`src/rtl/core/kas_pkg.sv`:
```
package kas_pkg;

  localparam int unsigned TimeW   = 32;
  localparam int unsigned TmoW    = 20;
  localparam int unsigned RetryW  = 8;
  localparam int unsigned CfgIdxW = 3;

  localparam logic [TmoW-1:0]   ShortTimeoutRst      = 20'd3000;
  localparam logic [TmoW-1:0]   StepTimeoutRst       = 20'd5000;
  localparam logic [TmoW-1:0]   ReplyTimeoutRst      = 20'd50000;
  localparam logic [TmoW-1:0]   PlatformIdTimeoutRst = 20'd30000;
  localparam logic [TmoW-1:0]   TextTimeoutRst       = 20'd60000;
  localparam logic [RetryW-1:0] RetryLimitRst        = 8'd3;

  localparam logic [CfgIdxW-1:0] CFG_SHORT_TIMEOUT       = 3'd0;
  localparam logic [CfgIdxW-1:0] CFG_STEP_TIMEOUT        = 3'd1;
  localparam logic [CfgIdxW-1:0] CFG_REPLY_TIMEOUT       = 3'd2;
  localparam logic [CfgIdxW-1:0] CFG_PLATFORM_ID_TIMEOUT = 3'd3;
  localparam logic [CfgIdxW-1:0] CFG_TEXT_TIMEOUT        = 3'd4;
  localparam logic [CfgIdxW-1:0] CFG_RETRY_LIMIT         = 3'd5;

  localparam logic [2:0] REQ_PW_STATUS   = 3'd0;
  localparam logic [2:0] REQ_ID          = 3'd1;
  localparam logic [2:0] REQ_PUBLIC_KEY  = 3'd2;
  localparam logic [2:0] REQ_WRITE_PID   = 3'd3;
  localparam logic [2:0] REQ_WRITE_PKEY  = 3'd4;

  localparam logic [2:0] FAIL_PW_STATUS  = 3'd0;
  localparam logic [2:0] FAIL_ID         = 3'd1;
  localparam logic [2:0] FAIL_KEY        = 3'd2;
  localparam logic [2:0] FAIL_REPLY      = 3'd3;
  localparam logic [2:0] FAIL_PID_WAIT   = 3'd4;
  localparam logic [2:0] FAIL_ID_WRITE   = 3'd5;
  localparam logic [2:0] FAIL_KEY_WRITE  = 3'd6;
  localparam logic [2:0] FAIL_TEXT       = 3'd7;

  typedef enum logic [3:0] {
    PH_IDLE        = 4'd0,
    PH_GET_PW      = 4'd1,
    PH_GET_ID      = 4'd2,
    PH_GET_KEY     = 4'd3,
    PH_SEND_PASS   = 4'd4,
    PH_AWAIT_REPLY = 4'd5,
    PH_WRITE_PID   = 4'd6,
    PH_AWAIT_PID   = 4'd7,
    PH_WRITE_PKEY  = 4'd8,
    PH_AWAIT_PKEY  = 4'd9,
    PH_SUCCESS     = 4'd10,
    PH_FAIL        = 4'd11,
    PH_AWAIT_TEXT  = 4'd12
  } phase_t;

  typedef struct packed {
    logic [TmoW-1:0]   short_timeout;
    logic [TmoW-1:0]   step_timeout;
    logic [TmoW-1:0]   reply_timeout;
    logic [TmoW-1:0]   platform_id_timeout;
    logic [TmoW-1:0]   text_timeout;
    logic [RetryW-1:0] retry_limit;
  } kas_cfg_t;

  typedef struct packed {
    logic [TimeW-1:0] time_now;
    logic             cipher_text_present;
    logic             key_agree_notice;
    logic             password_status_got;
    logic             id_present;
    logic             key_present;
    logic             passthrough_ok;
    logic             platform_id_present;
    logic             platform_id_ack;
    logic             platform_key_ack;
  } kas_in_t;

  typedef struct packed {
    logic       request_valid;
    logic [2:0] request_kind;
    logic       send_flag_clear;
    logic       passthrough_start;
    logic       platform_id_release;
    logic       ack_valid;
    logic       ack_value;
    logic       failure_valid;
    logic [2:0] failure_step;
    logic [3:0] phase_now;
  } kas_result_t;

endpackage

```
`src/rtl/core/kas_cfg.sv`:
```
module kas_cfg (
  input  logic                           clk,
  input  logic                           rst,
  input  logic                           cfg_write,
  input  logic [kas_pkg::CfgIdxW-1:0]    cfg_index,
  input  logic [kas_pkg::TmoW-1:0]       cfg_data,
  output kas_pkg::kas_cfg_t              cfg
);
  import kas_pkg::*;

  always_ff @(posedge clk) begin
    if (rst) begin
      cfg.short_timeout       <= ShortTimeoutRst;
      cfg.step_timeout        <= StepTimeoutRst;
      cfg.reply_timeout       <= ReplyTimeoutRst;
      cfg.platform_id_timeout <= PlatformIdTimeoutRst;
      cfg.text_timeout        <= TextTimeoutRst;
      cfg.retry_limit         <= RetryLimitRst;
    end else if (cfg_write) begin
      case (cfg_index)
        CFG_SHORT_TIMEOUT:       cfg.short_timeout       <= cfg_data;
        CFG_STEP_TIMEOUT:        cfg.step_timeout        <= cfg_data;
        CFG_REPLY_TIMEOUT:       cfg.reply_timeout       <= cfg_data;
        CFG_PLATFORM_ID_TIMEOUT: cfg.platform_id_timeout <= cfg_data;
        CFG_TEXT_TIMEOUT:        cfg.text_timeout        <= cfg_data;
        CFG_RETRY_LIMIT:         cfg.retry_limit         <= cfg_data[RetryW-1:0];
        default: ;
      endcase
    end
  end

endmodule

```
`src/rtl/core/kas_core.sv`:
```
module kas_core (
  input  logic                  clk,
  input  logic                  rst,
  input  logic                  step_en,
  input  kas_pkg::kas_in_t      req,
  input  kas_pkg::kas_cfg_t     cfg,
  output kas_pkg::kas_result_t  res
);
  import kas_pkg::*;

  phase_t              phase, phase_next;
  logic [TimeW-1:0]    timer_mark, timer_mark_next;
  logic [RetryW-1:0]   retry_count, retry_count_next;
  logic                passthrough_result, passthrough_result_next;

  logic [TimeW-1:0]    elapsed;
  logic [RetryW-1:0]   retry_inc;
  logic                retry_done;
  logic                exp_short, exp_step, exp_reply, exp_pid, exp_text;

  assign elapsed    = req.time_now - timer_mark;
  assign exp_short  = elapsed > {{(TimeW-TmoW){1'b0}}, cfg.short_timeout};
  assign exp_step   = elapsed > {{(TimeW-TmoW){1'b0}}, cfg.step_timeout};
  assign exp_reply  = elapsed > {{(TimeW-TmoW){1'b0}}, cfg.reply_timeout};
  assign exp_pid    = elapsed > {{(TimeW-TmoW){1'b0}}, cfg.platform_id_timeout};
  assign exp_text   = elapsed > {{(TimeW-TmoW){1'b0}}, cfg.text_timeout};
  assign retry_inc  = retry_count + 1'b1;
  assign retry_done = (retry_inc == cfg.retry_limit);

  always_comb begin
    phase_next              = phase;
    timer_mark_next         = timer_mark;
    retry_count_next        = retry_count;
    passthrough_result_next = passthrough_result;
    res                     = '0;

    case (phase)
      PH_IDLE: begin
        if (!req.cipher_text_present || req.key_agree_notice) phase_next = PH_GET_PW;
      end
      PH_GET_PW: begin
        res.request_valid = 1'b1;
        res.request_kind  = REQ_PW_STATUS;
        phase_next        = PH_GET_ID;
        timer_mark_next   = req.time_now;
      end
      PH_GET_ID: begin
        if (req.password_status_got) begin
          res.request_valid = 1'b1;
          res.request_kind  = REQ_ID;
          phase_next        = PH_GET_KEY;
          timer_mark_next   = req.time_now;
        end else if (exp_short) begin
          res.failure_valid = 1'b1;
          res.failure_step  = FAIL_PW_STATUS;
          phase_next        = PH_IDLE;
          timer_mark_next   = '0;
        end
      end
      PH_GET_KEY: begin
        if (req.id_present) begin
          res.request_valid = 1'b1;
          res.request_kind  = REQ_PUBLIC_KEY;
          phase_next        = PH_SEND_PASS;
          timer_mark_next   = req.time_now;
        end else if (exp_short) begin
          res.failure_valid = 1'b1;
          res.failure_step  = FAIL_ID;
          phase_next        = PH_IDLE;
          timer_mark_next   = '0;
        end
      end
      PH_SEND_PASS: begin
        passthrough_result_next = 1'b0;
        if (req.key_present) begin
          res.send_flag_clear     = 1'b1;
          res.passthrough_start   = 1'b1;
          timer_mark_next         = req.time_now;
          passthrough_result_next = req.passthrough_ok;
          phase_next              = PH_AWAIT_REPLY;
        end else if (exp_step) begin
          res.failure_valid = 1'b1;
          res.failure_step  = FAIL_KEY;
          phase_next        = PH_IDLE;
          timer_mark_next   = '0;
        end
      end
      PH_AWAIT_REPLY: begin
        if (passthrough_result) begin
          phase_next      = PH_WRITE_PID;
          timer_mark_next = req.time_now;
        end else if (exp_reply) begin
          if (retry_done) begin
            retry_count_next  = '0;
            res.failure_valid = 1'b1;
            res.failure_step  = FAIL_REPLY;
            phase_next        = PH_IDLE;
            timer_mark_next   = '0;
          end else begin
            retry_count_next = retry_inc;
            phase_next       = PH_SEND_PASS;
          end
        end
      end
      PH_WRITE_PID: begin
        if (req.platform_id_present) begin
          res.request_valid = 1'b1;
          res.request_kind  = REQ_WRITE_PID;
          phase_next        = PH_AWAIT_PID;
          timer_mark_next   = req.time_now;
        end else if (exp_pid) begin
          res.failure_valid = 1'b1;
          res.failure_step  = FAIL_PID_WAIT;
          phase_next        = PH_IDLE;
          timer_mark_next   = '0;
        end
      end
      PH_AWAIT_PID: begin
        if (req.platform_id_ack) begin
          res.platform_id_release = 1'b1;
          phase_next              = PH_WRITE_PKEY;
        end else if (exp_step) begin
          if (retry_done) begin
            retry_count_next        = '0;
            res.platform_id_release = 1'b1;
            res.failure_valid       = 1'b1;
            res.failure_step        = FAIL_ID_WRITE;
            phase_next              = PH_IDLE;
            timer_mark_next         = '0;
          end else begin
            retry_count_next = retry_inc;
            phase_next       = PH_WRITE_PID;
          end
        end
      end
      PH_WRITE_PKEY: begin
        res.request_valid = 1'b1;
        res.request_kind  = REQ_WRITE_PKEY;
        phase_next        = PH_AWAIT_PKEY;
        timer_mark_next   = req.time_now;
      end
      PH_AWAIT_PKEY: begin
        if (req.platform_key_ack) begin
          phase_next = PH_SUCCESS;
        end else if (exp_step) begin
          if (retry_done) begin
            retry_count_next  = '0;
            res.failure_valid = 1'b1;
            res.failure_step  = FAIL_KEY_WRITE;
            phase_next        = PH_FAIL;
            timer_mark_next   = '0;
          end else begin
            retry_count_next = retry_inc;
            phase_next       = PH_WRITE_PKEY;
          end
        end
      end
      PH_SUCCESS: begin
        res.ack_valid   = 1'b1;
        phase_next      = PH_AWAIT_TEXT;
        timer_mark_next = req.time_now;
      end
      PH_FAIL: begin
        res.ack_valid = 1'b1;
        res.ack_value = 1'b1;
        phase_next    = PH_IDLE;
      end
      PH_AWAIT_TEXT: begin
        if (req.cipher_text_present) begin
          phase_next = PH_IDLE;
        end else if (exp_text) begin
          res.failure_valid = 1'b1;
          res.failure_step  = FAIL_TEXT;
          phase_next        = PH_IDLE;
        end
      end
      default: begin
        phase_next = PH_IDLE;
      end
    endcase

    res.phase_now = phase_next;
  end

  always_ff @(posedge clk) begin
    if (rst) begin
      phase              <= PH_IDLE;
      timer_mark         <= '0;
      retry_count        <= '0;
      passthrough_result <= 1'b0;
    end else if (step_en) begin
      phase              <= phase_next;
      timer_mark         <= timer_mark_next;
      retry_count        <= retry_count_next;
      passthrough_result <= passthrough_result_next;
    end
  end

endmodule

```
`src/rtl/core/key_agreement_sequencer.sv`:
```
// A request accepted into the input register moves on into the result register,
// held back only while the result register is stalled.
// Throughput: one request per cycle when not stalled; the phase, timer mark and
// retry count update as a request moves from the input register to the result
// register. A stalled result holds the input register; new requests stall behind it.
// Synchronous active-high reset clears the pipeline, returns the sequencer to
// idle and loads the timeout and retry limit registers with their defaults.
module key_agreement_sequencer (
  input  logic                         clk,
  input  logic                         rst,
  input  logic                         cfg_write,
  input  logic [kas_pkg::CfgIdxW-1:0]  cfg_index,
  input  logic [kas_pkg::TmoW-1:0]     cfg_data,
  input  logic                         in_valid,
  output logic                         in_stall,
  input  logic [kas_pkg::TimeW-1:0]    time_now,
  input  logic                         cipher_text_present,
  input  logic                         key_agree_notice,
  input  logic                         password_status_got,
  input  logic                         id_present,
  input  logic                         key_present,
  input  logic                         passthrough_ok,
  input  logic                         platform_id_present,
  input  logic                         platform_id_ack,
  input  logic                         platform_key_ack,
  output logic                         out_valid,
  input  logic                         out_stall,
  output logic                         request_valid,
  output logic [2:0]                   request_kind,
  output logic                         send_flag_clear,
  output logic                         passthrough_start,
  output logic                         platform_id_release,
  output logic                         ack_valid,
  output logic                         ack_value,
  output logic                         failure_valid,
  output logic [2:0]                   failure_step,
  output logic [3:0]                   phase_now
);
  import kas_pkg::*;

  kas_cfg_t    cfg;
  kas_in_t     in_req;
  logic        in_req_valid;
  kas_result_t step_res;
  kas_result_t out_res;
  logic        out_free;
  logic        advance;
  logic        accept;

  assign out_free = !out_valid || !out_stall;
  assign advance  = in_req_valid && out_free;
  assign in_stall = in_req_valid && !out_free;
  assign accept   = in_valid && !in_stall;

  kas_cfg u_cfg (
    .clk       (clk),
    .rst       (rst),
    .cfg_write (cfg_write),
    .cfg_index (cfg_index),
    .cfg_data  (cfg_data),
    .cfg       (cfg)
  );

  kas_core u_core (
    .clk     (clk),
    .rst     (rst),
    .step_en (advance),
    .req     (in_req),
    .cfg     (cfg),
    .res     (step_res)
  );

  // hold the request until the result stage can take it
  always_ff @(posedge clk) begin
    if (rst) begin
      in_req_valid <= 1'b0;
    end else if (accept) begin
      in_req_valid <= 1'b1;
    end else if (advance) begin
      in_req_valid <= 1'b0;
    end
  end

  always_ff @(posedge clk) begin
    if (accept) begin
      in_req.time_now            <= time_now;
      in_req.cipher_text_present <= cipher_text_present;
      in_req.key_agree_notice    <= key_agree_notice;
      in_req.password_status_got <= password_status_got;
      in_req.id_present          <= id_present;
      in_req.key_present         <= key_present;
      in_req.passthrough_ok      <= passthrough_ok;
      in_req.platform_id_present <= platform_id_present;
      in_req.platform_id_ack     <= platform_id_ack;
      in_req.platform_key_ack    <= platform_key_ack;
    end
  end

  always_ff @(posedge clk) begin
    if (rst) begin
      out_valid <= 1'b0;
    end else if (out_free) begin
      out_valid <= in_req_valid;
    end
  end

  always_ff @(posedge clk) begin
    if (advance) begin
      out_res <= step_res;
    end
  end

  assign request_valid       = out_res.request_valid;
  assign request_kind        = out_res.request_kind;
  assign send_flag_clear     = out_res.send_flag_clear;
  assign passthrough_start   = out_res.passthrough_start;
  assign platform_id_release = out_res.platform_id_release;
  assign ack_valid           = out_res.ack_valid;
  assign ack_value           = out_res.ack_value;
  assign failure_valid       = out_res.failure_valid;
  assign failure_step        = out_res.failure_step;
  assign phase_now           = out_res.phase_now;

endmodule
```
`config.mk`:
```
export PLATFORM = sky130hd
export DESIGN_NAME = key_agreement_sequencer
export DESIGN_NICKNAME = d
export VERILOG_FILES = /design/src/rtl/core/kas_pkg.sv /design/src/rtl/core/kas_cfg.sv /design/src/rtl/core/kas_core.sv /design/src/rtl/core/key_agreement_sequencer.sv
export SDC_FILE = /design/constraint.sdc
export NUM_CORES = 1
export LEC_CHECK = 0
export BUFFER_PORTS_ARGS = -buffer_cell sky130_fd_sc_hd__buf_2
export CAP_MARGIN = 40
export CORE_MARGIN = 2
export CORE_UTILIZATION = 35
export CTS_CLUSTER_SIZE = 8
export DETAILED_ROUTE_END_ITERATION = 16
export PLACE_DENSITY = 0.54
export SLEW_MARGIN = 15
export SYNTH_ARGS = -nofsm -noshare
export SYNTH_HDL_FRONTEND = slang
export SYNTH_SLANG_ARGS = --single-unit
```
`constraint.sdc`:
```
create_clock -name clk -period 8.4 [get_ports clk]
set_clock_uncertainty 0.1 [all_clocks]
set_input_delay 1.68 -clock clk [delete_from_list [all_inputs] [get_ports clk]]
set_output_delay 1.68 -clock clk [all_outputs]
set_load 0.02 [all_outputs]
```
==> flow_metrics.tcl, run 1 <==
set metrics [dict create \
    status "completed" \
    finalHoldViolations 0 \
    antenna_cells 0 \
    worstSetupPathType "flop to flop" \
    endpoint "u_core.timer_mark[0]$_SDFFE_PP0P_" \
    final_util_pct 40.4 \
    critPathLaunchType "flop" \
    dr.pass1.iters 5 \
    cp.required_ns 8.75 \
    remaining_drc_errors 0 \
    final_cell_mix "nand2_1 (272), a21oi_1 (188), dfxtp_1 (155), inv_1 (152), ha_1 (132)" \
    yosys.area.top_type "dfxtp_1" \
    vdd_drop_max_v 0.000146 \
    grt_overflow 0 \
    finalWirelength_mm 42.0 \
    io_pins 88 \
    yosys.area_share.adder_pct 12.6 \
    fin_nets 1886 \
    worst_r2r_path_depth 24 \
    critPathMaxFanout 22 \
    worstPathArrival_ns 6.43 \
    p_leak_nw 5.84 \
    layout_min_cycle_time_ns 6.08 \
    p_comb_share_pct 24.1 \
    synthesis.area_um2 13300 \
    cts_hold_buf 0 \
    die_w_um 199 \
    tightestPinTransition_ns 0.886 \
    busiest_layer "met2" \
    cts-root-buf "clkbuf_16" \
    synthSimpleGateAreaFrac_pct 18.8 \
    synth_edf_count 57 \
    clock-sinks 212 \
    syn_avg_cell_area_um2 8.15 \
    p_clk_share_pct 37.8 \
    slew_headroom_pct 40.7 \
    synth_top_family_by_area "compound AO/OA/AOI/OAI gates" \
    syn2layout_area_growth_pct 14.2 \
    grt_max_degree 70 \
    cts_buffers 30 \
    path_clk_slew_ns 0.06 \
    p_int_mw 2.00 \
    hold_class "flop to flop" \
    drive_gt1_share_pct 9.78 \
    grt_pass1_wl_mm 65.7 \
    ctsResizeCount 0 \
    htreeDepth 1 \
    crit_path_top_delay_cell "or4_4" \
    tritoncts "done" \
    layout_commonest_cell "nand2_1" \
    maxCapViolations 0 \
    p_sw_mw 0.936 \
    rows 71 \
    grt_use_met2_pct 34.1 \
    async_flop_share_pct 0 \
    startpoint "in_req[9]$_DFFE_PP_" \
    critPathMaxStageDelay_ns 0.61 \
    powerDensity_nw_per_um2 194 \
    synth_compound_area_share_pct 22.7 \
    grt_pass1_vias 11600 \
    synth_top_area_share_pct 23.4 \
    worst_setup_path_end_kind "flop" \
    hpwl_mm 30.4 \
    syn_nets 1827 \
    setup-violations-final 0 \
    io_buffer_count 87 \
    crit_family "compound AO/OA/AOI/OAI gates" \
    worst-path-buf-inv 2 \
    rr_startpoint "in_req[9]$_DFFE_PP_" \
    start_util_pct 35.3 \
    final_cells 2209 \
    place_congestion 0.921 \
    synthCells 1625 \
    p_seq_share_pct 38.0 \
    fillerInstances 3895 \
    drtIter0Drc 942 \
    synth_mux_area_share_pct 0.378 \
    dpl.cell_count 2162 \
    synth_xor_area_share_pct 2.25 \
    grt_use_met1_pct 29.5 \
    power.share.switching_pct 31.9 \
    vias_per_cell 5.54 \
    crit_cells 24 \
    fin_setup_tns_ns 0 \
    grtUsageMet3_pct 2.53 \
    period_share_pct 72.4 \
    rsz0062_at_grt "no" \
    synth-seq-cells 212 \
    fp.dieArea_um2 39400 \
    routed-via-count 12200 \
    seq_area_frac_synth_pct 36.3 \
    whs_ns 0.353 \
    path_cells "inv_1 > ha_1 > inv_1 > fa_1 > a21o_1 > a221o_1 > nand3_1 > o21bai_1 > a21oi_1 > o21ai_0 > a21o_1 > a21oi_1 > xnor2_1 > ha_1 > nand2_1 > o21ai_0 > a2111oi_0 > o211ai_1 > nand2_1 > a211o_1 > nand2_1 > or4_4 > and3_4 > a32o_1" \
    crit_top_cell "nand2_1" \
    report.final.slew_viol_count 0 \
    yosysWarnings 0 \
    synth_cell_types 78 \
    cts_buffer_depth 3 \
    r2r_setup_slack_ns 2.32 \
    fmax_ghz 0.164 \
    grtUsageTotal_pct 21.2 \
    post-cts-setup-buffers 0 \
    insertion_delay_ns 0.57 \
    core_um2 37500 \
    wl_per_cell_um 19.0 \
    die_y_um 199 \
    antenna_found_initial 0 \
    synthFlopType "dfxtp_1" \
    ys_top_cells_by_area "dfxtp_1 (23%), edfxtp_1 (13%), ha_1 (12%), nand2_1 (7.7%), a21oi_1 (7.1%)" \
    r2r_end "u_core.timer_mark[0]$_SDFFE_PP0P_" \
    ant_nets 0 \
]
worst min path at each step:
stage               cells after the start                           to                   startpoint
floorplan                               2  u_cfg.cfg[100]$_SDFFE_PP0P_  u_cfg.cfg[100]$_SDFFE_PP0P_
global placement                        2   u_cfg.cfg[30]$_SDFFE_PP0P_   u_cfg.cfg[30]$_SDFFE_PP0P_
detailed placement                      2   u_cfg.cfg[72]$_SDFFE_PP0P_   u_cfg.cfg[72]$_SDFFE_PP0P_
CTS                                     2   u_cfg.cfg[72]$_SDFFE_PP0P_   u_cfg.cfg[72]$_SDFFE_PP0P_
global route                            2   u_cfg.cfg[35]$_SDFFE_PP0P_   u_cfg.cfg[35]$_SDFFE_PP0P_
finish                                  2   u_cfg.cfg[35]$_SDFFE_PP0P_   u_cfg.cfg[35]$_SDFFE_PP0P_
synth_stat cells (4+ instances only):
cell,number
and3_1,9
nor3_1,18
buf_2,8
nor2b_1,13
a221o_1,22
a211o_1,6
a21oi_1,188
o21a_1,11
nand3b_1,4
and2_1,7
xnor2_1,26
buf_1,4
a211oi_1,8
o31ai_1,4
a32oi_1,20
o21ai_0,88
inv_1,152
a31oi_1,6
or2_2,5
nand2_1,272
and4_1,4
nor4b_1,24
edfxtp_1,57
a21o_1,15
o21bai_1,7
a22o_1,13
o211ai_1,31
or3_1,12
nand2b_1,5
nand4_1,32
nor2_1,87
ha_1,132
nand3_1,24
clkbuf_1,71
dfxtp_1,155
o22ai_1,6
or4_1,4
a2111o_1,6
xor2_1,8
a221oi_1,5
nor4_1,6
mux2i_1,5
cell type report:
| type | count | area [um^2] | share of cell area, % |
|---|---|---|---|
| timing repair buffer | 112 | 716 | 4.73 |
| clock buffer | 45 | 817 | 5.40 |
| tap | 511 | 639 | 4.22 |
| sequential | 212 | 4810 | 31.8 |
| inverter | 153 | 574 | 3.79 |
| clock inverter | 1 | 16.3 | 0.107 |
| multi-input combinational | 1175 | 7560 | 49.9 |
worst reg2reg max path, cell delays in order (launching register included):
cell,delay (ns)
edfxtp_1,0.38
inv_1,0.07
ha_1,0.16
inv_1,0.05
fa_1,0.40
a21o_1,0.20
a221o_1,0.35
nand3_1,0.12
o21bai_1,0.09
a21oi_1,0.22
o21ai_0,0.16
a21o_1,0.22
a21oi_1,0.17
xnor2_1,0.35
ha_1,0.37
nand2_1,0.06
o21ai_0,0.11
a2111oi_0,0.41
o211ai_1,0.16
nand2_1,0.38
a211o_1,0.23
nand2_1,0.06
or4_4,0.61
and3_4,0.32
a32o_1,0.21
sequential cells by signal, indices dropped and copies added (netlist names), 3 cells and up:
signal              cells
u_core.timer_mark      32
failure_step            3
u_core.phase            4
in_req                 41
u_cfg.cfg             108
request_kind            3
u_core.retry_count      8
phase_now               4
cell families (layout without fill, tap and decap cells):
group | Yosys count | count (layout)
muxes | 5 | 5
DFF | 212 | 212
and+or+nand+nor | 534 | 534
adders and majority gates | 133 | 133
xor gates and xnor gates | 34 | 34
buffers and inverters | 238 | 311
AOI/OAI and AO/OA | 469 | 469
power groups by stage:
stage               Sequential [mW]  Clock [mW]  Combinational (mW)
floorplan                      1.13           0               0.470
global placement               1.14           0               0.680
detailed placement             1.14           0               0.697
CTS                            1.12        1.15               0.703
global route                   1.12        1.18               0.793
finish                         1.12        1.11               0.709
routing by layer:
| metal | vias to the layer above | wire length (um) |
|---|---|---|
| met5 | - | 0 |
| met1 | 5864 | 19800 |
| li1 | 5938 | - |
| met3 | 74 | 2180 |
| met4 | 0 | 1130 |
| met2 | 366 | 18900 |
per-stage QoR:
stage               power [mW]  instance area, um^2  setup slack [ns]
floorplan                 1.60                13300              3.36
CTS                       2.97                15100              2.35
detailed placement        1.83                14300              2.39
finish                    2.94                15100              2.32
global route              3.09                15100              1.94
global placement          1.82                14100              2.44
No activity file was read; power rests on OpenSTA's default activity.
==> run 2, diff against run 1 <==
--- a/config.mk
+++ b/config.mk
@@ -11,7 +11,7 @@
 export CORE_UTILIZATION = 35
 export CTS_CLUSTER_SIZE = 8
 export DETAILED_ROUTE_END_ITERATION = 16
-export PLACE_DENSITY = 0.54
+export PLACE_DENSITY = 0.56
 export SLEW_MARGIN = 15
 export SYNTH_ARGS = -nofsm -noshare
 export SYNTH_HDL_FRONTEND = slang
==> constraint.sdc (replaced) <==
create_clock -name clk -period 5.5 [get_ports clk]
set_clock_uncertainty 0.1 [all_clocks]
set_input_delay 1.1 -clock clk [delete_from_list [all_inputs] [get_ports clk]]
set_output_delay 1.1 -clock clk [all_outputs]
set_load 0.02 [all_outputs]
==> flow_metrics.tcl, run 2 (synthesized netlist as in run 1, its figures left out) <==
set metrics [dict create \
    io_pins 88 \
    critPathMaxFanout 21 \
    r2r_setup_slack_ns 0.24 \
    rows 71 \
    syn2layout_area_growth_pct 17.1 \
    die_y_um 199 \
    critPathLaunchType "flop" \
    setup-violations-final 0 \
    cp.required_ns 5.83 \
    largest_reg_flops 108 \
    finalWirelength_mm 40.6 \
    report.final.slew_viol_count 0 \
    multi_input_area_um2 7680 \
    hpwl_mm 29.9 \
    tritoncts "done" \
    routed-via-count 12100 \
    htreeDepth 1 \
    cts_buffer_depth 3 \
    fp.dieArea_um2 39400 \
    fmax_ghz 0.190 \
    largest-register "u_cfg.cfg" \
    worst_setup_path_end_kind "flop" \
    core_um2 37500 \
    status "completed" \
    cts-root-buf "clkbuf_16" \
    p_leak_nw 6.04 \
    vdd_drop_max_v 0.000215 \
    ff_latch_area_um2 4810 \
    final_cells 2245 \
    start_util_pct 35.3 \
    period_share_pct 95.7 \
    dr.pass1.iters 5 \
    grt_max_degree 62 \
    remaining_drc_errors 0 \
    powerDensity_nw_per_um2 297 \
    clock-sinks 212 \
    final_cell_mix "nand2_1 (271), a21oi_1 (185), dfxtp_1 (155), inv_1 (152), ha_1 (132)" \
    reg_top3 "u_cfg.cfg x108, in_req x41, u_core.timer_mark x32" \
    grt_pass1_wl_mm 64.0 \
    maxCapViolations 0 \
    finalHoldViolations 0 \
    power_mw 4.61 \
    hold_class "flop to flop" \
    io_buffer_count 87 \
    tightestPinTransition_ns 0.834 \
    wl_per_cell_um 18.1 \
    layout_commonest_cell "nand2_1" \
    grt_pass1_vias 11500 \
    die_w_um 199 \
    cts_buffers 30 \
    worstSetupPathType "flop to flop" \
    fin_nets 1921 \
    ant_nets 0 \
    grt_overflow 0 \
    layout_min_cycle_time_ns 5.26 \
    drive_gt1_share_pct 12.6 \
    dpl.cell_count 2198 \
    cts_hold_buf 0 \
    fillerInstances 3836 \
    vias_per_cell 5.38 \
    antenna_found_initial 1 \
    insertion_delay_ns 0.56 \
    worstPathArrival_ns 5.59 \
    slew_headroom_pct 44.0 \
    path_clk_slew_ns 0.06 \
    drtIter0Drc 826 \
    final_util_pct 41.4 \
    grtUsageTotal_pct 20.6 \
    place_congestion 0.896 \
]
run 2: critical path, stage by stage (launching register included):
cell and delay [ns]:
edfxtp_1 0.38, inv_1 0.07, ha_1 0.16, inv_1 0.05, fa_1 0.38, a21o_1 0.19, a221o_1 0.32, nand3_1 0.11
o21bai_1 0.11, a21oi_2 0.15, o21ai_1 0.10, a21o_1 0.23, a21oi_4 0.20, xnor2_4 0.12, buf_4 0.18, ha_1 0.19
a21oi_1 0.21, o21ai_2 0.09, a211oi_1 0.30, a31oi_2 0.23, nor2_1 0.15, a211o_1 0.13, nand2_1 0.06, or4_4 0.45
buf_12 0.18, a32oi_1 0.16, o21ai_0 0.10
run 2: report_power, final:
part	switching [mW]	internal (mW)
sequential	0.0407	1.67
clock	0.686	1.04
combinational	0.721	0.461
run 2: per-stage QoR:
step	area, um^2	setup slack, ns	hold slack, ns	TNS [ns]
floorplan	13300	0.462	0.336	0
global placement	14500	-0.194	0.342	-1.96
detailed placement	14500	-0.245	0.346	-4.85
CTS	15400	0.00815	0.354	0
global route	15500	-0.0647	0.373	-0.556
finish	15500	0.238	0.353	0
run 2: area by class of cell:
type,instances,area share [%]
Tap cell,511,4.12
Multi-Input combinational cell,1175,49.5
Timing Repair Buffer,147,6.11
Sequential cell,212,31.0
Inverter,153,3.70
Antenna cell,1,0.0161
Clock buffer,46,5.49
run 2: worst paths after layout:
kind,from,to,depth (start not counted)
max reg2reg,in_req[9]$_DFFE_PP_,u_core.timer_mark[19]$_SDFFE_PP0P_,26
min reg2reg,u_cfg.cfg[37]$_SDFFE_PP0P_,u_cfg.cfg[37]$_SDFFE_PP0P_,2
max,in_req[9]$_DFFE_PP_,u_core.timer_mark[19]$_SDFFE_PP0P_,26
min,u_cfg.cfg[37]$_SDFFE_PP0P_,u_cfg.cfg[37]$_SDFFE_PP0P_,2
run 2: layer usage:
metal,wire [um],track usage [%],vias to the layer above
li1,-,-,6009
met1,19200,28.4,5683
met2,18200,33.1,310
met3,2170,2.70,65
met4,1020,6.74,0
met5,0,0,-
run 2: what timing repair did:
| item | CTS | global route |
|---|---|---|
| hold endpoints to repair | 0 | 0 |
| endpoints found under the setup margin | 41 | 46 |
| gates resized for setup | 8 | 21 |
| pin swaps | 1 | 5 |
| setup buffers | 0 | 0 |
